--- config.mk ---
export PLATFORM = sky130hd
export DESIGN_NAME = env_sensor_frame_parser
export DESIGN_NICKNAME = d
export VERILOG_FILES = /design/src/rtl/core/esfp_pkg.sv /design/src/rtl/core/esfp_front.sv /design/src/rtl/core/esfp_queue.sv /design/src/rtl/core/esfp_back.sv /design/src/rtl/core/env_sensor_frame_parser.sv
export SDC_FILE = /design/constraint.sdc
export NUM_CORES = 1
export LEC_CHECK = 0
export BUFFER_PORTS_ARGS = -buffer_cell sky130_fd_sc_hd__buf_4
export CORE_MARGIN = 2
export CORE_UTILIZATION = 59
export CTS_CLUSTER_DIAMETER = 30
export DETAILED_ROUTE_END_ITERATION = 16
export GPL_ROUTABILITY_DRIVEN = 0
export GPL_TIMING_DRIVEN = 0
export PLACE_DENSITY = 0.78
export REMOVE_ABC_BUFFERS = 1
export SLEW_MARGIN = 20
export SYNTH_ARGS = -nofsm -noshare
export SYNTH_HDL_FRONTEND = slang
export SYNTH_SLANG_ARGS = --single-unit
--- constraint.sdc ---
create_clock -name clk -period 12.5 [get_ports clk]
set_input_delay 2.5 -clock clk [delete_from_list [all_inputs] [get_ports clk]]
set_output_delay 2.5 -clock clk [all_outputs]
set_load 0.005 [all_outputs]
--- src/rtl/core/esfp_pkg.sv ---
// Shared types and constants of the environment sensor frame parser.
package esfp_pkg;

    localparam logic [7:0] HDR_BYTE   = 8'h5A;
    localparam logic [7:0] TYPE_LIGHT = 8'h15;
    localparam logic [7:0] TYPE_ENV   = 8'h45;

    // Byte positions inside a frame, counted from zero.
    localparam int POS_W = 4;
    localparam logic [POS_W-1:0] POS_HDR1       = 4'd0;
    localparam logic [POS_W-1:0] POS_HDR2       = 4'd1;
    localparam logic [POS_W-1:0] POS_TYPE       = 4'd2;
    localparam logic [POS_W-1:0] POS_DATA_FIRST = 4'd4;
    localparam logic [POS_W-1:0] POS_DATA_LAST  = 4'd13;
    localparam logic [POS_W-1:0] POS_LIGHT_SUM  = 4'd8;
    localparam logic [POS_W-1:0] POS_ENV_SUM    = 4'd14;

    localparam int DATA_BYTES = 10;
    localparam int DATA_IDX_W = $clog2(DATA_BYTES);

    localparam logic KIND_LIGHT = 1'b0;
    localparam logic KIND_ENV   = 1'b1;

    localparam int Q_DEPTH = 2;
    localparam int Q_PTR_W = $clog2(Q_DEPTH);
    localparam int Q_CNT_W = $clog2(Q_DEPTH + 1);

    // One checked frame as it travels from the front to the back.
    // data[0] holds frame byte 4, data[9] holds frame byte 13.
    typedef struct packed {
        logic                       kind;
        logic [DATA_BYTES-1:0][7:0] data;
    } frame_rec_t;

    // Status of the frame queue as seen by its neighbors.
    typedef struct packed {
        logic full;
        logic not_empty;
    } q_status_t;

endpackage

--- src/rtl/core/esfp_front.sv ---
// Front part: byte capture, header and type checks, running checksum.
module esfp_front
(
    input  logic                clk,
    input  logic                rst_n,
    input  logic                rx_valid,
    output logic                rx_stall,
    input  logic [7:0]          rx_byte,
    input  esfp_pkg::q_status_t q_status,
    output logic                push,
    output esfp_pkg::frame_rec_t push_rec
);

    logic [esfp_pkg::POS_W-1:0] count_reg;
    logic [esfp_pkg::POS_W-1:0] count_next;
    logic [7:0]                 sum_reg;
    logic [7:0]                 sum_next;
    logic [7:0]                 byte0_reg;
    logic [7:0]                 type_reg;
    logic [7:0]                 data_reg [esfp_pkg::DATA_BYTES];

    logic                       accept;
    logic                       hdr_bad;
    logic                       light_end;
    logic                       env_end;
    logic                       in_data;
    logic [esfp_pkg::POS_W-1:0] data_off;
    logic [esfp_pkg::DATA_IDX_W-1:0] data_idx;

    assign rx_stall = q_status.full;
    assign accept   = rx_valid && !rx_stall;

    assign hdr_bad   = (count_reg == esfp_pkg::POS_HDR2) &&
                       ((byte0_reg != esfp_pkg::HDR_BYTE) || (rx_byte != esfp_pkg::HDR_BYTE));
    assign light_end = (count_reg == esfp_pkg::POS_LIGHT_SUM) &&
                       (type_reg == esfp_pkg::TYPE_LIGHT);
    assign env_end   = (count_reg == esfp_pkg::POS_ENV_SUM);
    assign in_data   = (count_reg >= esfp_pkg::POS_DATA_FIRST) &&
                       (count_reg <= esfp_pkg::POS_DATA_LAST);
    assign data_off  = count_reg - esfp_pkg::POS_DATA_FIRST;
    assign data_idx  = data_off[esfp_pkg::DATA_IDX_W-1:0];

    // The running sum covers every byte before the current one.
    assign push = accept && (sum_reg == rx_byte) &&
                  (light_end || (env_end && (type_reg == esfp_pkg::TYPE_ENV)));

    always_comb
    begin
        if (hdr_bad || light_end || env_end)
        begin
            count_next = '0;
        end
        else
        begin
            count_next = count_reg + 1'b1;
        end
        if (count_reg == esfp_pkg::POS_HDR1)
        begin
            sum_next = rx_byte;
        end
        else
        begin
            sum_next = sum_reg + rx_byte;
        end
    end

    always_comb
    begin
        push_rec.kind = light_end ? esfp_pkg::KIND_LIGHT : esfp_pkg::KIND_ENV;
        for (int k = 0; k < esfp_pkg::DATA_BYTES; k++)
        begin
            push_rec.data[k] = data_reg[k];
        end
    end

    always_ff @(posedge clk or negedge rst_n)
    begin
        if (!rst_n)
        begin
            count_reg <= '0;
        end
        else if (accept)
        begin
            count_reg <= count_next;
        end
    end

    always_ff @(posedge clk)
    begin
        if (accept)
        begin
            sum_reg <= sum_next;
            if (count_reg == esfp_pkg::POS_HDR1)
            begin
                byte0_reg <= rx_byte;
            end
            if (count_reg == esfp_pkg::POS_TYPE)
            begin
                type_reg <= rx_byte;
            end
            if (in_data)
            begin
                data_reg[data_idx] <= rx_byte;
            end
        end
    end

`ifndef SYNTHESIS
    a_count_range: assert property (@(posedge clk) disable iff (!rst_n)
        count_reg <= esfp_pkg::POS_ENV_SUM)
        else $error("frame byte count out of range");

    a_push_at_end: assert property (@(posedge clk) disable iff (!rst_n)
        push |-> ((count_reg == esfp_pkg::POS_LIGHT_SUM) ||
                  (count_reg == esfp_pkg::POS_ENV_SUM)))
        else $error("frame pushed away from a checksum byte");

    a_hdr_restart: assert property (@(posedge clk) disable iff (!rst_n)
        (accept && hdr_bad) |=> (count_reg == '0))
        else $error("bad header did not restart the frame");
`endif

endmodule

--- src/rtl/core/esfp_queue.sv ---
// Short queue of checked frames between the front and the back.
module esfp_queue
(
    input  logic                 clk,
    input  logic                 rst_n,
    input  logic                 push,
    input  esfp_pkg::frame_rec_t push_rec,
    input  logic                 pop,
    output esfp_pkg::frame_rec_t pop_rec,
    output esfp_pkg::q_status_t  status
);

    esfp_pkg::frame_rec_t mem [esfp_pkg::Q_DEPTH];

    logic [esfp_pkg::Q_PTR_W-1:0] wr_ptr_reg;
    logic [esfp_pkg::Q_PTR_W-1:0] wr_ptr_next;
    logic [esfp_pkg::Q_PTR_W-1:0] rd_ptr_reg;
    logic [esfp_pkg::Q_PTR_W-1:0] rd_ptr_next;
    logic [esfp_pkg::Q_CNT_W-1:0] cnt_reg;
    logic [esfp_pkg::Q_CNT_W-1:0] cnt_next;

    assign status.full      = (cnt_reg == esfp_pkg::Q_CNT_W'(esfp_pkg::Q_DEPTH));
    assign status.not_empty = (cnt_reg != '0);
    assign pop_rec          = mem[rd_ptr_reg];

    always_comb
    begin
        wr_ptr_next = wr_ptr_reg;
        rd_ptr_next = rd_ptr_reg;
        cnt_next    = cnt_reg;
        if (push)
        begin
            wr_ptr_next = (wr_ptr_reg == esfp_pkg::Q_PTR_W'(esfp_pkg::Q_DEPTH - 1)) ?
                          '0 : wr_ptr_reg + 1'b1;
        end
        if (pop)
        begin
            rd_ptr_next = (rd_ptr_reg == esfp_pkg::Q_PTR_W'(esfp_pkg::Q_DEPTH - 1)) ?
                          '0 : rd_ptr_reg + 1'b1;
        end
        if (push && !pop)
        begin
            cnt_next = cnt_reg + 1'b1;
        end
        else if (pop && !push)
        begin
            cnt_next = cnt_reg - 1'b1;
        end
    end

    always_ff @(posedge clk or negedge rst_n)
    begin
        if (!rst_n)
        begin
            wr_ptr_reg <= '0;
            rd_ptr_reg <= '0;
            cnt_reg    <= '0;
        end
        else
        begin
            wr_ptr_reg <= wr_ptr_next;
            rd_ptr_reg <= rd_ptr_next;
            cnt_reg    <= cnt_next;
        end
    end

    always_ff @(posedge clk)
    begin
        if (push)
        begin
            mem[wr_ptr_reg] <= push_rec;
        end
    end

`ifndef SYNTHESIS
    a_no_overflow: assert property (@(posedge clk) disable iff (!rst_n)
        (push && !pop) |-> !status.full)
        else $error("frame queue overflow");

    a_no_underflow: assert property (@(posedge clk) disable iff (!rst_n)
        pop |-> status.not_empty)
        else $error("frame queue underflow");
`endif

endmodule

--- src/rtl/core/esfp_back.sv ---
// Back part: turns a queued frame into result fields in an output register.
module esfp_back
(
    input  logic                 clk,
    input  logic                 rst_n,
    input  esfp_pkg::q_status_t  q_status,
    input  esfp_pkg::frame_rec_t pop_rec,
    output logic                 pop,
    output logic                 res_valid,
    input  logic                 res_stall,
    output logic                 frame_kind,
    output logic [31:0]          light_hundredths,
    output logic [15:0]          temperature_hundredths,
    output logic [31:0]          pressure_hundredths,
    output logic [15:0]          humidity_hundredths,
    output logic [15:0]          altitude_m
);

    logic        valid_reg;
    logic        kind_reg;
    logic [31:0] light_reg;
    logic [15:0] temp_reg;
    logic [31:0] press_reg;
    logic [15:0] hum_reg;
    logic [15:0] alt_reg;
    logic        is_env;

    assign pop    = q_status.not_empty && (!valid_reg || !res_stall);
    assign is_env = (pop_rec.kind == esfp_pkg::KIND_ENV);

    always_ff @(posedge clk or negedge rst_n)
    begin
        if (!rst_n)
        begin
            valid_reg <= 1'b0;
        end
        else if (pop)
        begin
            valid_reg <= 1'b1;
        end
        else if (!res_stall)
        begin
            valid_reg <= 1'b0;
        end
    end

    // Fields that do not belong to the frame kind are sent as zero.
    always_ff @(posedge clk)
    begin
        if (pop)
        begin
            kind_reg  <= pop_rec.kind;
            light_reg <= is_env ? 32'd0 :
                         {pop_rec.data[0], pop_rec.data[1], pop_rec.data[2], pop_rec.data[3]};
            temp_reg  <= is_env ? {pop_rec.data[0], pop_rec.data[1]} : 16'd0;
            press_reg <= is_env ?
                         {pop_rec.data[2], pop_rec.data[3], pop_rec.data[4], pop_rec.data[5]} :
                         32'd0;
            hum_reg   <= is_env ? {pop_rec.data[6], pop_rec.data[7]} : 16'd0;
            alt_reg   <= is_env ? {pop_rec.data[8], pop_rec.data[9]} : 16'd0;
        end
    end

    assign res_valid              = valid_reg;
    assign frame_kind             = kind_reg;
    assign light_hundredths       = light_reg;
    assign temperature_hundredths = temp_reg;
    assign pressure_hundredths    = press_reg;
    assign humidity_hundredths    = hum_reg;
    assign altitude_m             = alt_reg;

`ifndef SYNTHESIS
    a_kind_fields: assert property (@(posedge clk) disable iff (!rst_n)
        (valid_reg && (kind_reg == esfp_pkg::KIND_LIGHT)) |->
        ((temp_reg == '0) && (press_reg == '0) && (hum_reg == '0) && (alt_reg == '0)))
        else $error("light result carries environment fields");
`endif

endmodule

--- src/rtl/core/env_sensor_frame_parser.sv ---
// Top level of the environment sensor frame parser.
// The parser takes one received serial byte per item, one item per clock
// cycle, and gives one result item for each frame that passes its checks.
// A frame starts with two 0x5A header bytes; if either is wrong both are
// dropped and the next byte starts a new frame. The third byte is the type:
// 0x15 marks a 9-byte light frame, 0x45 a 15-byte environment frame, and any
// other type is thrown away at its fifteenth byte. The last byte of a frame
// is the 8-bit sum of all bytes before it, and a frame whose sum does not
// match gives no result. Result fields are the big-endian raw values of the
// frame, with the fields of the other frame kind set to zero. The front
// keeps a running sum, so the checksum byte is judged in the cycle it
// arrives; a good frame enters a two-entry queue at that edge and moves
// on into the output register once that register is empty or its result
// is being taken, and is held there as a result until it is taken. The
// input is stalled only while that queue is full, which needs the output
// to be held while two more frames arrive; with the output taking results
// freely the parser accepts a byte in every cycle.
module env_sensor_frame_parser
(
    input  logic        clk,
    input  logic        rst_n,
    input  logic        rx_valid,
    output logic        rx_stall,
    input  logic [7:0]  rx_byte,
    output logic        res_valid,
    input  logic        res_stall,
    output logic        frame_kind,
    output logic [31:0] light_hundredths,
    output logic [15:0] temperature_hundredths,
    output logic [31:0] pressure_hundredths,
    output logic [15:0] humidity_hundredths,
    output logic [15:0] altitude_m
);

    esfp_pkg::q_status_t  q_status;
    esfp_pkg::frame_rec_t push_rec;
    esfp_pkg::frame_rec_t pop_rec;
    logic                 push;
    logic                 pop;

    // Byte capture and frame checks.
    esfp_front u_front
    (
        .clk      (clk),
        .rst_n    (rst_n),
        .rx_valid (rx_valid),
        .rx_stall (rx_stall),
        .rx_byte  (rx_byte),
        .q_status (q_status),
        .push     (push),
        .push_rec (push_rec)
    );

    // Decouples byte intake from a stalled result consumer.
    esfp_queue u_queue
    (
        .clk      (clk),
        .rst_n    (rst_n),
        .push     (push),
        .push_rec (push_rec),
        .pop      (pop),
        .pop_rec  (pop_rec),
        .status   (q_status)
    );

    // Field formatting and the result output register.
    esfp_back u_back
    (
        .clk                    (clk),
        .rst_n                  (rst_n),
        .q_status               (q_status),
        .pop_rec                (pop_rec),
        .pop                    (pop),
        .res_valid              (res_valid),
        .res_stall              (res_stall),
        .frame_kind             (frame_kind),
        .light_hundredths       (light_hundredths),
        .temperature_hundredths (temperature_hundredths),
        .pressure_hundredths    (pressure_hundredths),
        .humidity_hundredths    (humidity_hundredths),
        .altitude_m             (altitude_m)
    );

endmodule
==> results of run 1 <==
cell usage after synthesis, drive strengths merged (4+ instances only):
master,count
nor3,5
ha,13
buf,10
clkbuf,13
a21oi,7
and2,9
xnor2,5
inv,12
edfxtp,379
nor2,127
nor3b,4
xor2,5
mux2i,82
o21ai,8
dfrtp,9
nand3,5
nand2,12
stage by stage:
stage               area [um2]  setup WS [ns]  setup TNS [ns]  util, %
floorplan                13800          0.781               0        -
global placement         15100          -4.16         -336.90     65.0
detailed placement       15400           6.98               0     66.3
CTS                      17300           7.52               0     74.5
global route             17300           7.29               0     74.5
finish                   17300           7.54               0     74.5
critical path, stage by stage:
cell and delay (ns):
buf_4 0.21, ha_1 0.42, nor4_1 0.30, nand4_1 0.20
nor4_2 0.65, buf_2 0.32, buf_2 0.25, buf_4 0.20
buf_2 0.16
final timing paths:
check / slack [ns] / to / cells after the start / from
max in group asynchronous: 10.55 / u_queue.rd_ptr_reg / 1 / rst_n
worst max register to register: 9.10 / u_queue.mem[0][26] / 10 / u_front.count_reg[0]
worst max-delay path: 7.54 / u_queue.mem[0][26] / 9 / rx_byte[5]
worst min register to register: 0.44 / u_queue.mem[0][30] / 0 / u_front.data_reg[3][6]
min in group asynchronous: 1.78 / u_queue.cnt_reg[0] / 1 / rst_n
worst min-delay path: 0.44 / u_queue.mem[0][30] / 0 / u_front.data_reg[3][6]
cells by family after synthesis:
group,share of synthesized area (%)
simple gates,6.03
fa+ha+maj,1.32
compound gates,1.42
flops,83.6
buf+inv,1.04
mux,5.94
xor+xnor,0.631
per-layer routing:
metal / share of wire [%] / vias up / global-route usage [%]
li1: - / 3190 / -
met1: 41 / 3417 / 26.7
met2: 50 / 239 / 34.4
met3: 5.4 / 59 / 4.21
met4: 2.8 / 0 / 7.75
met5: 0 / - / 0
cell type report:
cell class,instances,area [um2]
clock inverters,46,508
inverters,12,50.0
fillers,1351,5920
multi-input cells,319,2150
repair buffers,148,1210
clock buffers,59,1410
well taps,319,399
flip-flops and latches,388,11600
power breakdown:
part           switching, mW  leakage (nW)  total (mW)  internal (mW)
logic                  0.375          1.91       0.710          0.335
registers             0.0921          3.60        1.77           1.68
clock network          0.563         0.909        1.56          0.994
==> flow_summary.toml, run 1 <==
[floorplanning]
ios = 127
coreArea_mm2 = 0.0233
die_width_um = 157
die_area_mm2 = 0.0248
die_height_um = 157
num_rows = 56
start_util_pct = 59.7

[synth]
synth_cells = 742
synth_edf_count = 379
ys_seq_area_share_pct = 83.6
ys_types = 48
synth_flop_cell = "edfxtp_1"
synth_top_area_share_pct = 82.0
synth_async_sr_flop_share_pct = 2.32
synth.area.top_cells = "edfxtp_1 (82%), mux2i_1 (5.8%), nor2_1 (3.4%), dfrtp_1 (1.6%), ha_1 (1.2%)"
syn-cell-area_mm2 = 0.0139
yosysTopAreaCell = "edfxtp_1"
yosys_warnings = 0
syn_avg_cell_area_um2 = 18.7
synth_seq_cells = 388

[power]
ir_worst_vdd_mv = 0.127
p_per_area_mw_per_mm2 = 233
report.power.total_mw = 4.04
leakagePower_nw = 6.42

[status]
status = "finished, final reports clean"

[detailed_routing]
drc = 0
wirelength_um = 24800
drtIter0Drc = 527
ant_nets = 0
num_vias = 6905
dr.pass1.iters = 5
wl_per_cell_um = 19.2
vias_per_cell = 5.35

[place]
place_hpwl_um = 13900
port-buffer-count = 126
dp_cells = 1186

[finish]
mostFrequentLayoutCells = "edfxtp_1 (379), buf_4 (130), nor2_1 (127)"
final_common_cell = "edfxtp_1"
final_nets = 951
largest_reg_flops = 162
drive_above_1_share_pct = 26.6
final_cells = 1291
area_growth_pct = 24.9
antenna_cells = 0

[grt]
grt_pass1_vias = 6853
grt_pass1_wl_um = 37600
grt_max_degree = 84
gr-usage-all-layers_pct = 20.5
grt_overflow = 0
antenna_found_initial = 0

[sta]
final_hold_viol_count = 0
rsz0062_at_grt = "no"
min_period_ns = 4.96
fmax_ghz = 0.202
period_share_pct = 39.7
max_slew_margin_pct = 46.6
tightest_slew_ns = 0.793
drv_slew = 0
setup_viol = 0
finalClockSkew_ns = 0.0163
fin_hold_ws_ns = 0.438

[cts]
cts_root_buf = "clkbuf_16"
cts-resized-gates = 0
cts_max_level = 2
clkTransAtPathRegs_ns = 0.06
clockBufferDepth = 3
cts_setup_buffers = 0
clk_latency_ns = 0.56
cts_hold_repair.buffers = 0
clock-sinks = 388
cts_tree = "done"
cts_inserted_buffers = 56

[flow_run]
drv_cap = 0

[worst_setup_path]
path_class = "primary input to flop"
cp_max_fo = 15
crit_required_ns = 12.76
worstSetupEndpointType = "flop"
startpoint_type = "primary input"
critPathArrivalTime_ns = 5.22

[hold_path]
worstHoldPathType = "flop to flop"
Power figures use the tool's default switching activity.
==> run 2: changes to the inputs <==
CORE_UTILIZATION = 53   (was 59)
PLACE_DENSITY = 0.74   (was 0.78)
clock period = 4.3 ns   (was 12.5 ns; I/O delays follow)
==> flow_summary.toml, run 2 (same netlist as run 1, synthesis figures left out) <==
[sta]
fmax_ghz = 0.286
fin_ws_ns = 0.807
final_hold_viol_count = 0
finalClockSkew_ns = 0.0259
tns_ns = 0
setup_viol = 0
tightest_slew_ns = 0.749
min_period_ns = 3.49
max_slew_margin_pct = 49.9
drv_slew = 0
period_share_pct = 81.2
rsz0062_at_grt = "no"

[place]
port-buffer-count = 126
dp_cells = 1206
place_hpwl_um = 14300
post-place-ws_ns = 0.289

[detailed_routing]
drtIter0Drc = 671
wl_per_cell_um = 18.9
vias_per_cell = 5.24
ant_nets = 0
num_vias = 6965
dr.pass1.iters = 5
wirelength_um = 25200
drc = 0

[worst_setup_path]
worstPathCellList = "buf_4 > ha_1 > nor4_1 > nand4_1 > nor4_2 > buf_4 > buf_4 > buf_2 > buf_2 > buf_2"
path_class = "primary input to flop"
regToRegStartpoint = "u_front.count_reg[0]"
critPathArrivalTime_ns = 3.74
reg2reg_depth = 11
worstSetupEndpointType = "flop"
cp_max_fo = 15
path_buf_inv = 6
critPathLaunch = "rx_byte[4]"
critPathTopFamily = "buffers and inverters"
crit_slowest_cell = "nor4_2"
crit_required_ns = 4.54
startpoint_type = "primary input"
worstSetupPathDepth = 10
max_stage_delay_ns = 0.64

[cts]
clkTransAtPathRegs_ns = 0.05
cts_root_buf = "clkbuf_16"
cts_tree = "done"
cts_max_level = 3
cts_hold_repair.buffers = 0
cts-resized-gates = 0
cts_setup_buffers = 0
clk_latency_ns = 0.55
clockBufferDepth = 3
cts_inserted_buffers = 68
clock-sinks = 388

[finish]
largest_reg_flops = 162
final_common_cell = "edfxtp_1"
fin_util_pct = 68.9
antenna_cells = 0
fillCellCount = 1622
final_nets = 967
drive_above_1_share_pct = 27.4
mostFrequentLayoutCells = "edfxtp_1 (379), buf_4 (133), nor2_1 (127)"
area_growth_pct = 28.6
final_cells = 1330

[power]
leakagePower_nw = 6.68
p_per_area_mw_per_mm2 = 710
ir_worst_vdd_mv = 0.405
report.power.total_mw = 12.7

[grt]
grt_pass1_wl_um = 39300
grt_max_degree = 87
gr-usage-all-layers_pct = 18.5
antenna_found_initial = 0
grt_overflow = 0
grt_pass1_vias = 7352

[floorplanning]
die_height_um = 166
die_area_mm2 = 0.0275
die_width_um = 166
ios = 127
coreArea_mm2 = 0.0259
num_rows = 59
start_util_pct = 53.6

[flow_run]
drv_cap = 0

[status]
status = "finished, final reports clean"

[hold_path]
worstHoldPathType = "primary input to asynchronous set/reset pin"
[run 2: cell types whose count changed in the layout (fill, tap and decap cells not counted)]
cell	before	now
clkinv_2	10	5
buf_16	4	6
clkinv_4	5	6
clkinvlp_4	12	5
clkbuf_1	3	12
buf_12	2	0
buf_2	10	11
inv_6	7	9
clkbuf_8	0	1
buf_4	130	133
clkbuf_16	56	70
bufinv_16	8	11
inv_8	0	1
[run 2: cell type report]
| cell class | count | area, um2 | area share (%) |
|---|---|---|---|
| Sequential cell | 388 | 11600 | 65.0 |
| Multi-Input combinational cell | 319 | 2150 | 12.1 |
| Clock buffer | 83 | 1810 | 10.1 |
| Timing Repair Buffer | 152 | 1250 | 7.00 |
| Clock inverter | 41 | 558 | 3.13 |
| Tap cell | 335 | 419 | 2.35 |
| Inverter | 12 | 50.0 | 0.280 |
[run 2: where the power goes]
part,leakage (nW),switching (mW),internal (mW)
registers,3.60,0.247,4.89
clock network,1.14,1.76,3.68
logic,1.94,1.10,0.985
total,6.68,3.11,9.56
[run 2: stage by stage]
stage	hold slack, ns	area [um2]
detailed placement	0.429	15500
floorplan	0.421	13800
global placement	0.422	15100
CTS	0.136	17800
global route	0.150	17800
finish	0.152	17800
[run 2: per-layer routing]
metal,share of wire (%),global-route usage (%),up-vias
li1,-,-,3228
met1,42,23.6,3482
met2,51,31.6,217
met3,5.2,3.84,38
met4,1.8,6.73,0
met5,0,0,-
[run 2: worst paths after layout]
kind                                        endpoint  slack, ns
worst min register to register    u_queue.mem[0][41]       0.44
worst max register to register    u_queue.mem[0][18]       0.84
worst max-delay path              u_queue.mem[0][18]       0.81
min in group clk                  u_queue.mem[0][41]       0.44
worst min-delay path            u_front.count_reg[2]       0.15
max in group asynchronous         u_queue.rd_ptr_reg       3.98
==> run 3: changes to the inputs <==
clock period = 3 ns   (was 4.3 ns; I/O delays follow)
==> flow_summary.toml, run 3 (same netlist as run 1, synthesis figures left out) <==
[status]
status = "finished, final reports clean"

[finish]
drive_above_1_share_pct = 27.9
final_common_cell = "edfxtp_1"
area_growth_pct = 29.1
multi_input_area_mm2 = 0.00218
final_cells = 1336
seq_area_mm2 = 0.0116
antenna_cells = 0
final_nets = 973
fillCellCount = 1611
mostFrequentLayoutCells = "edfxtp_1 (379), buf_4 (137), nor2_1 (127)"
largest_reg_flops = 162

[hold_path]
worstHoldPathType = "primary input to flop"
hp-start = "res_stall"

[detailed_routing]
ant_nets = 0
wl_per_cell_um = 19.1
drc = 0
vias_per_cell = 5.24
num_vias = 6995
wirelength_um = 25500
drtIter0Drc = 702
dr.pass1.iters = 7

[grt]
gr-usage-all-layers_pct = 18.7
antenna_found_initial = 0
grtUsageMet2_pct = 32.0
grt_max_degree = 87
grtUsageMet1_pct = 24.1
grt_pass1_wl_um = 39800
top_usage_layer = "met2"
grtUsageMet3_pct = 3.77
grt_overflow = 0
grt_pass1_vias = 7373

[worst_setup_path]
cp_max_fo = 18
path_class = "flop to flop"
worstPathCellList = "inv_1 > ha_2 > nand3b_1 > o21ai_1 > nand4_1 > buf_4 > nor3_4 > and2_2"
max_stage_delay_ns = 0.57
critPathLaunch = "u_front.count_reg[0]"
path_buf_inv = 2
crit_slowest_cell = "and2_2"
critPathTopFamily = "simple AND/OR/NAND/NOR gates"
worstSetupEndpointType = "flop"
critPathArrivalTime_ns = 3.05
regToRegStartpoint = "u_front.count_reg[0]"
crit_required_ns = 3.17
startpoint_type = "flop"

[place]
post-place-ws_ns = -0.751
port-buffer-count = 126
dp_cells = 1206
place_hpwl_um = 14300

[power]
ir_worst_vdd_mv = 0.583
report.power.total_mw = 18.2
p_per_area_mw_per_mm2 = 1010
leakagePower_nw = 6.72

[sta]
setup_viol = 0
fmax_ghz = 0.348
rsz0062_at_grt = "no"
fin_hold_ws_ns = 0.292
finalClockSkew_ns = 0.0260
tightest_slew_ns = 0.735
fin_ws_ns = 0.123
period_share_pct = 95.9
min_period_ns = 2.88
max_slew_margin_pct = 50.5
final_hold_viol_count = 0
drv_slew = 0

[cts]
clk_latency_ns = 0.55
cts_max_level = 3
cts_tree = "done"
clock-sinks = 388
clockBufferDepth = 3
cts_inserted_buffers = 68
cts_root_buf = "clkbuf_16"
clkTransAtPathRegs_ns = 0.05

[floorplanning]
ios = 127
start_util_pct = 53.6
die_height_um = 166
coreArea_mm2 = 0.0259
die_area_mm2 = 0.0275
num_rows = 59
die_width_um = 166

[flow_run]
drv_cap = 0
==> run 3: worst min-delay path: cells and delay by family <==
kind,cells,cell delay (ns)
buffers and inverters,1,0.08
and+or+nand+nor,2,0.12
==> run 3: final timing paths <==
check / slack, ns / cells past startpoint / to
max: 0.12 / 8 / u_queue.mem[1][21]
min: 0.29 / 3 / u_back.res_valid
max reg2reg: 0.12 / 8 / u_queue.mem[1][21]
min reg2reg: 0.44 / 0 / u_queue.mem[0][41]
max in group asynchronous: 2.40 / 2 / u_queue.rd_ptr_reg
min in group asynchronous: 0.43 / 2 / u_front.count_reg[2]
==> run 3: what timing repair did <==
item | in CTS | in global routing
hold buffers | 1 | 0
resized for setup | 3 | 2
setup buffers | 3 | 1
pin swaps | 3 | 1
hold endpoints to repair | 9 | 0
cloned | 1 | 0
setup endpoints to repair | 85 | 11
==> run 3: stage by stage <==
step	utilization, %	instance area, um2	setup TNS [ns]
6_report	69.1	17900	0
5_1_grt	69.1	17900	0
4_1_cts	69.1	17900	0
3_5_place_dp	59.7	15500	-53.25
3_3_place_gp	58.5	15100	-1961.11
2_1_floorplan	-	13800	-964.19
==> run 3: layout make-up <==
type / instances / share of cell area [%]
clock buffer: 83 / 10.1
clock inverter: 41 / 3.11
inverter: 12 / 0.286
multi-input combinational: 320 / 12.2
sequential: 388 / 64.8
tap: 335 / 2.34
timing repair buffer: 157 / 7.19
==> run 3: metal layers <==
layer,vias to the layer above,part of all wire [%]
met5,-,0
met4,0,1.9
met3,41,4.7
met2,201,52
met1,3513,42
li1,3240,-
==> run 3: report_power, final <==
part	switching [mW]	internal (mW)	leakage, nW	total [mW]
sequential	0.356	7.02	3.60	7.37
clock	2.52	5.28	1.14	7.80
combinational	1.59	1.42	1.98	3.00
